===== config.mk =====
export PLATFORM = sky130hd
export DESIGN_NAME = vct_ctrl
export DESIGN_NICKNAME = d
export VERILOG_FILES = /design/src/hw/rtl/vct_pkg.sv /design/src/hw/rtl/vct_ctrl.sv
export SDC_FILE = /design/constraint.sdc
export NUM_CORES = 1
export LEC_CHECK = 0
export BUFFER_PORTS_ARGS = -buffer_cell sky130_fd_sc_hd__clkbuf_2
export CORE_ASPECT_RATIO = 0.6
export CORE_UTILIZATION = 35
export DETAILED_ROUTE_END_ITERATION = 16
export PLACE_DENSITY = 0.51
export SYNTH_ARGS = -nofsm -noshare
export SYNTH_HDL_FRONTEND = slang
export SYNTH_SLANG_ARGS = --single-unit
export TNS_END_PERCENT = 30

===== constraint.sdc =====
create_clock -name clk -period 1.8 [get_ports clk]
set_input_delay 0.36 -clock clk [delete_from_list [all_inputs] [get_ports clk]]
set_output_delay 0.36 -clock clk [all_outputs]
set_load 0.05 [all_outputs]

===== src/hw/rtl/vct_pkg.sv =====
// Shared types, constants and helper functions for the view camera transform.
// Used by every module of the block; depends on nothing else.
package vct_pkg;

	localparam int COORD_W = 32;
	localparam int ZOOM_W = 24;
	localparam int VIEW_W = 14;
	localparam int CFG_W = 24;
	localparam int DIV_DW = 40;
	localparam int DIV_NW = 57;
	localparam int CS_W = 33;
	localparam int VEC_W = 36;
	localparam int PROD_W = 69;
	localparam int ACC_W = 70;
	localparam int WIDE_W = 72;
	localparam int CORDIC_STEPS = 20;

	localparam logic [ZOOM_W-1:0] ZOOM_ONE = 24'd65536;
	localparam logic [VIEW_W-1:0] VIEW_W_RESET = 14'd1920;
	localparam logic [VIEW_W-1:0] VIEW_H_RESET = 14'd1080;
	localparam logic [ZOOM_W-1:0] MIN_ZOOM_RESET = 24'd6554;
	localparam logic [ZOOM_W-1:0] MAX_ZOOM_RESET = 24'd6553600;
	localparam logic signed [CS_W-1:0] CORDIC_GAIN = 33'sd652032874;

	localparam logic [1:0] REG_VIEW_W = 2'd0;
	localparam logic [1:0] REG_VIEW_H = 2'd1;
	localparam logic [1:0] REG_MIN_ZOOM = 2'd2;
	localparam logic [1:0] REG_MAX_ZOOM = 2'd3;

	typedef enum logic [2:0] {
		OP_TO_WORLD = 3'd0,
		OP_TO_SCREEN = 3'd1,
		OP_PAN = 3'd2,
		OP_ZOOM_AT = 3'd3,
		OP_ROTATE_AT = 3'd4,
		OP_SET_ZOOM = 3'd5,
		OP_RESET = 3'd6,
		OP_BOUNDS = 3'd7
	} op_t;

	typedef enum logic [5:0] {
		CMD_NONE, CMD_LOAD, CMD_DIFF, CMD_DIV_X, CMD_TAKE_X, CMD_DIV_Y, CMD_TAKE_Y,
		CMD_CS, CMD_M0, CMD_M1, CMD_M2, CMD_M3, CMD_M4, CMD_M5, CMD_WORLD, CMD_PAN,
		CMD_SAVE_W, CMD_REFIT, CMD_BOUND, CMD_ZMUL, CMD_ZSET, CMD_ANG, CMD_Z0, CMD_Z1,
		CMD_Z2, CMD_SETZ, CMD_RCAM, CMD_CAM_RES, CMD_PUSH
	} dp_cmd_t;

	typedef enum logic [4:0] {
		ST_IDLE, ST_DIFF, ST_DIV_X, ST_WAIT_X, ST_DIV_Y, ST_WAIT_Y, ST_CS, ST_WAIT_CS,
		ST_M0, ST_M1, ST_M2, ST_M3, ST_M4, ST_M5, ST_POST, ST_ZMUL, ST_ZSET, ST_ANG,
		ST_Z0, ST_Z1, ST_Z2, ST_SETZ, ST_RCAM, ST_FIN_CAM, ST_OUT
	} ctl_state_t;

	typedef struct packed {
		dp_cmd_t code;
		logic raw;
		logic neg_ang;
		logic corner_sel;
		logic [1:0] corner;
	} dp_ctl_t;

	typedef struct packed {
		logic div_done;
		logic cs_done;
	} dp_stat_t;

	function automatic logic [29:0] atan_turn(input logic [4:0] i);
		logic [29:0] v;
		case (i)
			5'd0: v = 30'd536870912;
			5'd1: v = 30'd316933406;
			5'd2: v = 30'd167458907;
			5'd3: v = 30'd85004756;
			5'd4: v = 30'd42667331;
			5'd5: v = 30'd21354465;
			5'd6: v = 30'd10679838;
			5'd7: v = 30'd5340245;
			5'd8: v = 30'd2670163;
			5'd9: v = 30'd1335087;
			5'd10: v = 30'd667544;
			5'd11: v = 30'd333772;
			5'd12: v = 30'd166886;
			5'd13: v = 30'd83443;
			5'd14: v = 30'd41722;
			5'd15: v = 30'd20861;
			5'd16: v = 30'd10430;
			5'd17: v = 30'd5215;
			5'd18: v = 30'd2608;
			5'd19: v = 30'd1304;
			default: v = 30'd0;
		endcase
		return v;
	endfunction

	function automatic logic signed [COORD_W-1:0] sat32(input logic signed [WIDE_W-1:0] v);
		logic signed [COORD_W-1:0] r;
		if (v > 72'sd2147483647) begin
			r = 32'sh7FFF_FFFF;
		end else if (v < -72'sd2147483648) begin
			r = 32'sh8000_0000;
		end else begin
			r = v[COORD_W-1:0];
		end
		return r;
	endfunction

endpackage


===== src/hw/rtl/vct_ctrl.sv =====
// Controller state machine that sequences each request through the datapath.
// Depends on vct_pkg for states, commands and status.
module vct_ctrl (
	input  logic               clk,
	input  logic               arst_n,
	input  logic               in_valid,
	output logic               in_stall,
	input  logic [2:0]         op,
	output logic               out_valid,
	input  logic               out_stall,
	output vct_pkg::dp_ctl_t   ctl,
	input  vct_pkg::dp_stat_t  stat
);
	import vct_pkg::*;

	ctl_state_t state_q, state_nxt;
	op_t op_q, op_nxt;
	logic [1:0] k_q, k_nxt;
	logic out_valid_q;
	logic push;

	always_ff @(posedge clk or negedge arst_n) begin
		if (!arst_n) begin
			state_q <= ST_IDLE;
			op_q <= OP_TO_WORLD;
			k_q <= '0;
			out_valid_q <= 1'b0;
		end else begin
			state_q <= state_nxt;
			op_q <= op_nxt;
			k_q <= k_nxt;
			if (push) begin
				out_valid_q <= 1'b1;
			end else if (!out_stall) begin
				out_valid_q <= 1'b0;
			end
		end
	end

	always_comb begin
		state_nxt = state_q;
		op_nxt = op_q;
		k_nxt = k_q;
		push = 1'b0;
		ctl.code = CMD_NONE;
		ctl.raw = (op_q == OP_PAN);
		ctl.neg_ang = (op_q == OP_TO_SCREEN);
		ctl.corner_sel = (op_q == OP_BOUNDS);
		ctl.corner = k_q;
		case (state_q)
			ST_IDLE: begin
				if (in_valid) begin
					ctl.code = CMD_LOAD;
					op_nxt = op_t'(op);
					k_nxt = '0;
					case (op_t'(op))
						OP_TO_SCREEN: state_nxt = ST_DIFF;
						OP_SET_ZOOM: state_nxt = ST_SETZ;
						OP_RESET: state_nxt = ST_RCAM;
						default: state_nxt = ST_DIV_X;
					endcase
				end
			end
			ST_DIFF: begin
				ctl.code = CMD_DIFF;
				state_nxt = ST_CS;
			end
			ST_DIV_X: begin
				ctl.code = CMD_DIV_X;
				state_nxt = ST_WAIT_X;
			end
			ST_WAIT_X: begin
				if (stat.div_done) begin
					ctl.code = CMD_TAKE_X;
					state_nxt = ST_DIV_Y;
				end
			end
			ST_DIV_Y: begin
				ctl.code = CMD_DIV_Y;
				state_nxt = ST_WAIT_Y;
			end
			ST_WAIT_Y: begin
				if (stat.div_done) begin
					ctl.code = CMD_TAKE_Y;
					state_nxt = ST_CS;
				end
			end
			ST_CS: begin
				ctl.code = CMD_CS;
				state_nxt = ST_WAIT_CS;
			end
			ST_WAIT_CS: begin
				if (stat.cs_done) begin
					state_nxt = ST_M0;
				end
			end
			ST_M0: begin
				ctl.code = CMD_M0;
				state_nxt = ST_M1;
			end
			ST_M1: begin
				ctl.code = CMD_M1;
				state_nxt = ST_M2;
			end
			ST_M2: begin
				ctl.code = CMD_M2;
				state_nxt = ST_M3;
			end
			ST_M3: begin
				ctl.code = CMD_M3;
				state_nxt = ST_M4;
			end
			ST_M4: begin
				ctl.code = CMD_M4;
				state_nxt = ST_M5;
			end
			ST_M5: begin
				ctl.code = CMD_M5;
				state_nxt = ST_POST;
			end
			ST_POST: begin
				case (op_q)
					OP_TO_WORLD: begin
						ctl.code = CMD_WORLD;
						state_nxt = ST_OUT;
					end
					OP_TO_SCREEN: state_nxt = ST_Z0;
					OP_PAN: begin
						ctl.code = CMD_PAN;
						state_nxt = ST_FIN_CAM;
					end
					OP_ZOOM_AT, OP_ROTATE_AT: begin
						if (k_q == 2'd0) begin
							ctl.code = CMD_SAVE_W;
							state_nxt = (op_q == OP_ZOOM_AT) ? ST_ZMUL : ST_ANG;
						end else begin
							ctl.code = CMD_REFIT;
							state_nxt = ST_FIN_CAM;
						end
					end
					OP_BOUNDS: begin
						ctl.code = CMD_BOUND;
						if (k_q == 2'd3) begin
							state_nxt = ST_OUT;
						end else begin
							k_nxt = k_q + 2'd1;
							state_nxt = ST_DIV_X;
						end
					end
					default: state_nxt = ST_OUT;
				endcase
			end
			ST_ZMUL: begin
				ctl.code = CMD_ZMUL;
				state_nxt = ST_ZSET;
			end
			ST_ZSET: begin
				ctl.code = CMD_ZSET;
				k_nxt = 2'd1;
				state_nxt = ST_DIV_X;
			end
			ST_ANG: begin
				ctl.code = CMD_ANG;
				k_nxt = 2'd1;
				state_nxt = ST_DIV_X;
			end
			ST_Z0: begin
				ctl.code = CMD_Z0;
				state_nxt = ST_Z1;
			end
			ST_Z1: begin
				ctl.code = CMD_Z1;
				state_nxt = ST_Z2;
			end
			ST_Z2: begin
				ctl.code = CMD_Z2;
				state_nxt = ST_OUT;
			end
			ST_SETZ: begin
				ctl.code = CMD_SETZ;
				state_nxt = ST_FIN_CAM;
			end
			ST_RCAM: begin
				ctl.code = CMD_RCAM;
				state_nxt = ST_FIN_CAM;
			end
			ST_FIN_CAM: begin
				ctl.code = CMD_CAM_RES;
				state_nxt = ST_OUT;
			end
			ST_OUT: begin
				if (!out_valid_q || !out_stall) begin
					ctl.code = CMD_PUSH;
					push = 1'b1;
					state_nxt = ST_IDLE;
				end
			end
			default: state_nxt = ST_IDLE;
		endcase
	end

	assign in_stall = (state_q != ST_IDLE);
	assign out_valid = out_valid_q;

	a_accept_leaves_idle: assert property (@(posedge clk) disable iff (!arst_n)
		(in_valid && !in_stall) |=> (state_q != ST_IDLE))
		else $error("request accepted but controller stayed idle");

	a_rotate_after_cs: assert property (@(posedge clk) disable iff (!arst_n)
		(state_q == ST_M0) |-> stat.cs_done)
		else $error("rotation started before sine and cosine were ready");

	a_valid_from_out: assert property (@(posedge clk) disable iff (!arst_n)
		$rose(out_valid_q) |-> $past(state_q == ST_OUT))
		else $error("result raised outside the output state");

endmodule


Yosys cells after proc, flatten, opt, wreduce, memory -nomap -nowiden
Index checks and enable logic that the tools add are counted.

word-level totals
  logic and storage cells = 87
  register bits after elaboration = 11
  input bits = 9
  output and inout bits = 13

operators by class
  mux-type cells = 26
  reductions and logical operators = 15
  eq/ne operators = 41
  add/sub/neg operators = 1

operator list
  kind                number
  $pmux 5 s24         1
  $pmux 5 s22         1
  $eq 5x5->1 const B  9
  $mux 5              9
  $eq 5x4->1 const B  8
  $pmux 5 s4          2
  $eq 5x3->1 const B  4
  $pmux 5 s3          1
  $ne 2x2->1 const B  7
  $eq 3x3->1 const B  4
  $eq 5x2->1 const B  2
  $reduce_or 2->1     4
  $eq 3x1->1 const B  2
  $eq 3x2->1 const B  2
  $mux 1              6
  $mux 2              3
  $mux 3              2
  $pmux 2 s3          1
  $eq 5x1->1 const B  1
  $logic_not 5->1     1
  $reduce_and 5->1    1
  $reduce_bool 5->1   1
  $reduce_and 4->1    1
  $logic_not 3->1     1
  8 further kinds     9

Depth between registers and ports, before layout
  depth after elaboration = 5
  mapped depth = 7
  gate-level depth less buffers = 7

Worst setup path after synthesis
No wires, ideal clock.

  path type = reg2out
  start point = register state_q[1]
  end point = output ctl[5] (netlist bit)
  required time = 1440 ps
  arrival time = 2131 ps
  setup slack = -691 ps
  stages on the path, launching flop included = 7
  path buffers = 2
  cell sequence = dfrtp_1 > buf_2 > clkbuf_1 > nor3_1 > nor3_1 > a21oi_1 > o21ai_0

RTL lines
  what                    RTL line        text
  start, declared         vct_ctrl.sv:16  ctl_state_t state_q, state_nxt;
  start signal, assigned  vct_ctrl.sv:29  state_q <= state_nxt;
  end, declared           vct_ctrl.sv:11  output vct_pkg::dp_ctl_t ctl,

==> qor.tcl <==
set qor(skew_final_ns) 0.003923
set qor(power-per-cell-area_nw_per_um2) 2362
set qor(detail_route.vias_per_cell) 5.513
set qor(route.vias.total) 1461
set qor(swShare_pct) 49.91
set qor(start_util_pct) 38.96
set qor(wire_length_of_the_first_global_routing_pass_mm) 6.582
set qor(timing.critical_path.arrival_ns) 1.72
set qor(fp.dieArea_um2) 3607
set qor(drv_cap) 0
set qor(die_width_um) 76.88
set qor(layout_min_cycle_time_ns) 2.076
set qor(ys_seq_area_share_pct) 23.38
set qor(synthCells) 165
set qor(critical_path.endpoint_type) {primary output}
set qor(detail_route.iter0.violations) 68
set qor(syn-mean-instance-area_um2) 7.136
set qor(synth_top_area_share_pct) 23.38
set qor(grt.total_usage_pct) 24.46
set qor(cts_hold_buffers) 0
set qor(async_reset_ff_share_pct) 100.0
set qor(share_of_final_layout_standard_cells_stronger_than_drive_strength_1_pct) 45.29
set qor(critical_path_class) {reg2out}
set qor(number_of_port_buffers) 20
set qor(ys_types) 44
set qor(yosys_warnings) 0
set qor(final_area_um2) 1902
set qor(power.share.sequential_pct) 13.8
set qor(antenna_found_initial) 0
set qor(cts_buffer_depth) 2
set qor(synth.ff_latch_count) 11
set qor(grt_pass1_vias) 1330
set qor(ys_dominant_reg_cell) {dfrtp_1}
set qor(synthesis.nets) 176
set qor(postLayoutSetupSlackWorst_ns) -0.2764
set qor(postPlaceCellArea_um2) 1740
set qor(setup_viol) 6
set qor(grt_setup_unrepaired) {yes}
set qor(violated_checks) {hold timing, setup timing}
set qor(clock_latency_ns) 0.24
set qor(grt_start_max_net_pins) 12
set qor(hold_path.class) {in2async}
set qor(overflow) 0
set qor(status) {finished with violations}
set qor(globalplace.congestion) 0.9399
set qor(finalCritPeriodShare_pct) 115.4
set qor(netlist_top_cells_area) {dfrtp_1 (23%), a21oi_1 (7.2%), nand2_1 (6.1%), nor2_1 (5.7%), o21ai_0 (5.1%)}
set qor(avgRoutedWirePerCell_um) 15.52
set qor(area_growth_syn_to_layout_pct) 61.53
set qor(cts-buffers-inserted) 3
set qor(r2r_cells) 8
set qor(syn-cell-area_um2) 1177
set qor(dp.final_hpwl_mm) 3.196
set qor(max_freq_ghz) 0.4816
set qor(final.setup.tns_ns) -1.289
set qor(clkSlewWorstSetupHoldPaths_ns) 0.05
set qor(combinationalPowerShare_pct) 80.6
set qor(cell_internal_pwr_uw) 2250
set qor(pwr-share-clk_pct) 5.5
set qor(tritoncts_clock_tree) {yes}
set qor(worst_hold_slack_ns) -0.005420
set qor(antenna_left) 0
set qor(synth_enable_flop_cells) 0
set qor(cts.htree.levels) 1
set qor(crit_required_ns) 1.44
set qor(route.final.wire_length_mm) 4.112
set qor(power.static_leakage_uw) 0.0008218
set qor(timing_hold_violations_final) 6
set qor(timing.critical_path.from_type) {register}
set qor(num_io_pins) 22
set qor(firstDrtPassIters) 4
set qor(remaining_drc_errors) 0
set qor(chipHeight_um) 46.93
set qor(clock-root-buffer) {clkbuf_8}
set qor(power.net_switching_uw) 2242
set qor(final_net_count) 235
set qor(core_rows) 15
set qor(antenna_cells) 0
set qor(numClockSinks) 11
set qor(worst-path-max-fanout) 9
set qor(vdd_ir_drop_max_v) 0.001144
set qor(report.final.slew_viol_count) 0
set qor(synth.largest_area_cell) {dfrtp_1}
set qor(core_region_area_um2) 3022
==> sequential cells by signal, indices dropped and copies added (netlist names) <==
signal	count
op_q	3
state_q	5
out_valid	1
k_q	2
==> logic make-up (layout without fill, tap and decap cells) <==
| family | Yosys count | after routing | synth area share, % |
|---|---|---|---|
| AOI/OAI and AO/OA | 49 | 49 | 26.25 |
| DFF | 11 | 11 | 23.38 |
| and+or+nand+nor | 76 | 76 | 34.11 |
| buffers and inverters | 18 | 76 | 7.119 |
| other | 1 | 1 | 0.3185 |
| adders and majority gates | 2 | 2 | 2.125 |
| xor gates and xnor gates | 4 | 4 | 2.976 |
| muxes | 4 | 4 | 3.719 |
==> cells in the mapped netlist (2+ instances only) <==
library cell   n
nand2_1       19
nand3_1        4
o22a_1         2
nand3b_1       3
ha_1           2
a211oi_1       2
nor3b_1        2
inv_1          6
buf_2          7
nand2b_1       4
clkbuf_1       3
nor2_1        18
nor3_1        11
buf_4          2
dfrtp_1       11
mux2_2         3
a21oi_1       17
o21ai_0       12
o221ai_1       2
and2_1         2
xnor2_1        3
o211ai_1       2
o22ai_1        2
nor3b_2        2
nor2b_1        5
==> repair_timing <==
| action | CTS | global route |
|---|---|---|
| setup buffers | 0 | 1 |
| setup endpoints to repair | 10 | 12 |
| pin swaps | 2 | 3 |
| gates resized for setup | 24 | 8 |
==> per-layer routing <==
metal,up-vias,share of wire [%],GRT usage [%]
li1,714,-,-
met3,4,9.0,5.825
met1,677,47,32.90
met4,0,0.97,8.077
met2,66,43,39.82
met5,-,0,0
==> power by group through the flow <==
stage	Combinational, uW	Sequential [uW]	Clock [uW]
after CTS	3620	614	255
after global placement	3380	560	0
after global routing	3840	642	268
after floorplan	1960	529	0
after detailed placement	3380	571	0
final	3620	622	249
==> final cells by class <==
| class | count | area, um2 |
|---|---|---|
| multi-input combinational | 136 | 938.4 |
| tap | 42 | 52.55 |
| timing repair buffer | 66 | 559.3 |
| sequential | 11 | 284.0 |
| fill | 276 | 1120 |
| clock buffer | 4 | 45.04 |
| inverter | 6 | 22.52 |
==> worst paths after layout <==
kind / startpoint / endpoint / slack (ns)
max: state_q[2] / ctl[5] / -0.28
min: arst_n / out_valid / -0.005
max reg2reg: k_q[1] / state_q[2] / 0.03
min reg2reg: op_q[1] / op_q[1] / 0.67
max in group asynchronous: arst_n / state_q[1] / 1.55
min in group clk: op[2] / op_q[2] / 0.37
==> critical path, stage by stage, from the launching register on <==
cell	delay, ns
dfrtp_2	0.49
buf_4	0.17
buf_4	0.13
nor3_2	0.18
nor3_1	0.07
a21oi_1	0.19
o21ai_2	0.10
buf_12	0.15
==> cell usage in the layout (no fill, tap or decap), types with 3 or more instances in the layout <==
cell type / n
mux2_2: 3
dfrtp_2: 7
clkbuf_8: 3
nand2b_1: 4
buf_6: 3
a21oi_1: 16
o21ai_0: 11
dfrtp_1: 4
nor2b_1: 4
nor2_1: 16
nand3_1: 4
buf_4: 42
xnor2_1: 3
clkbuf_2: 12
nor3_1: 6
nand2_1: 16
nand3b_1: 3
buf_12: 5
inv_1: 6
nor3_2: 3
==> per-stage QoR <==
stage	instances	hold WS (ns)	power (uW)	util (%)	setup slack [ns]
final	265	-0.005420	4492	62.94	-0.2764
after global routing	265	0.009206	4752	62.94	-0.3509
after CTS	264	0.005676	4487	62.48	-0.2793
after detailed placement	260	0.2593	3947	57.60	-0.07146
after global placement	260	0.2519	3936	57.60	-0.1370
after floorplan	165	0.06441	2489	-	-0.3145
Note: power is estimated with default switching activity, not from simulation.
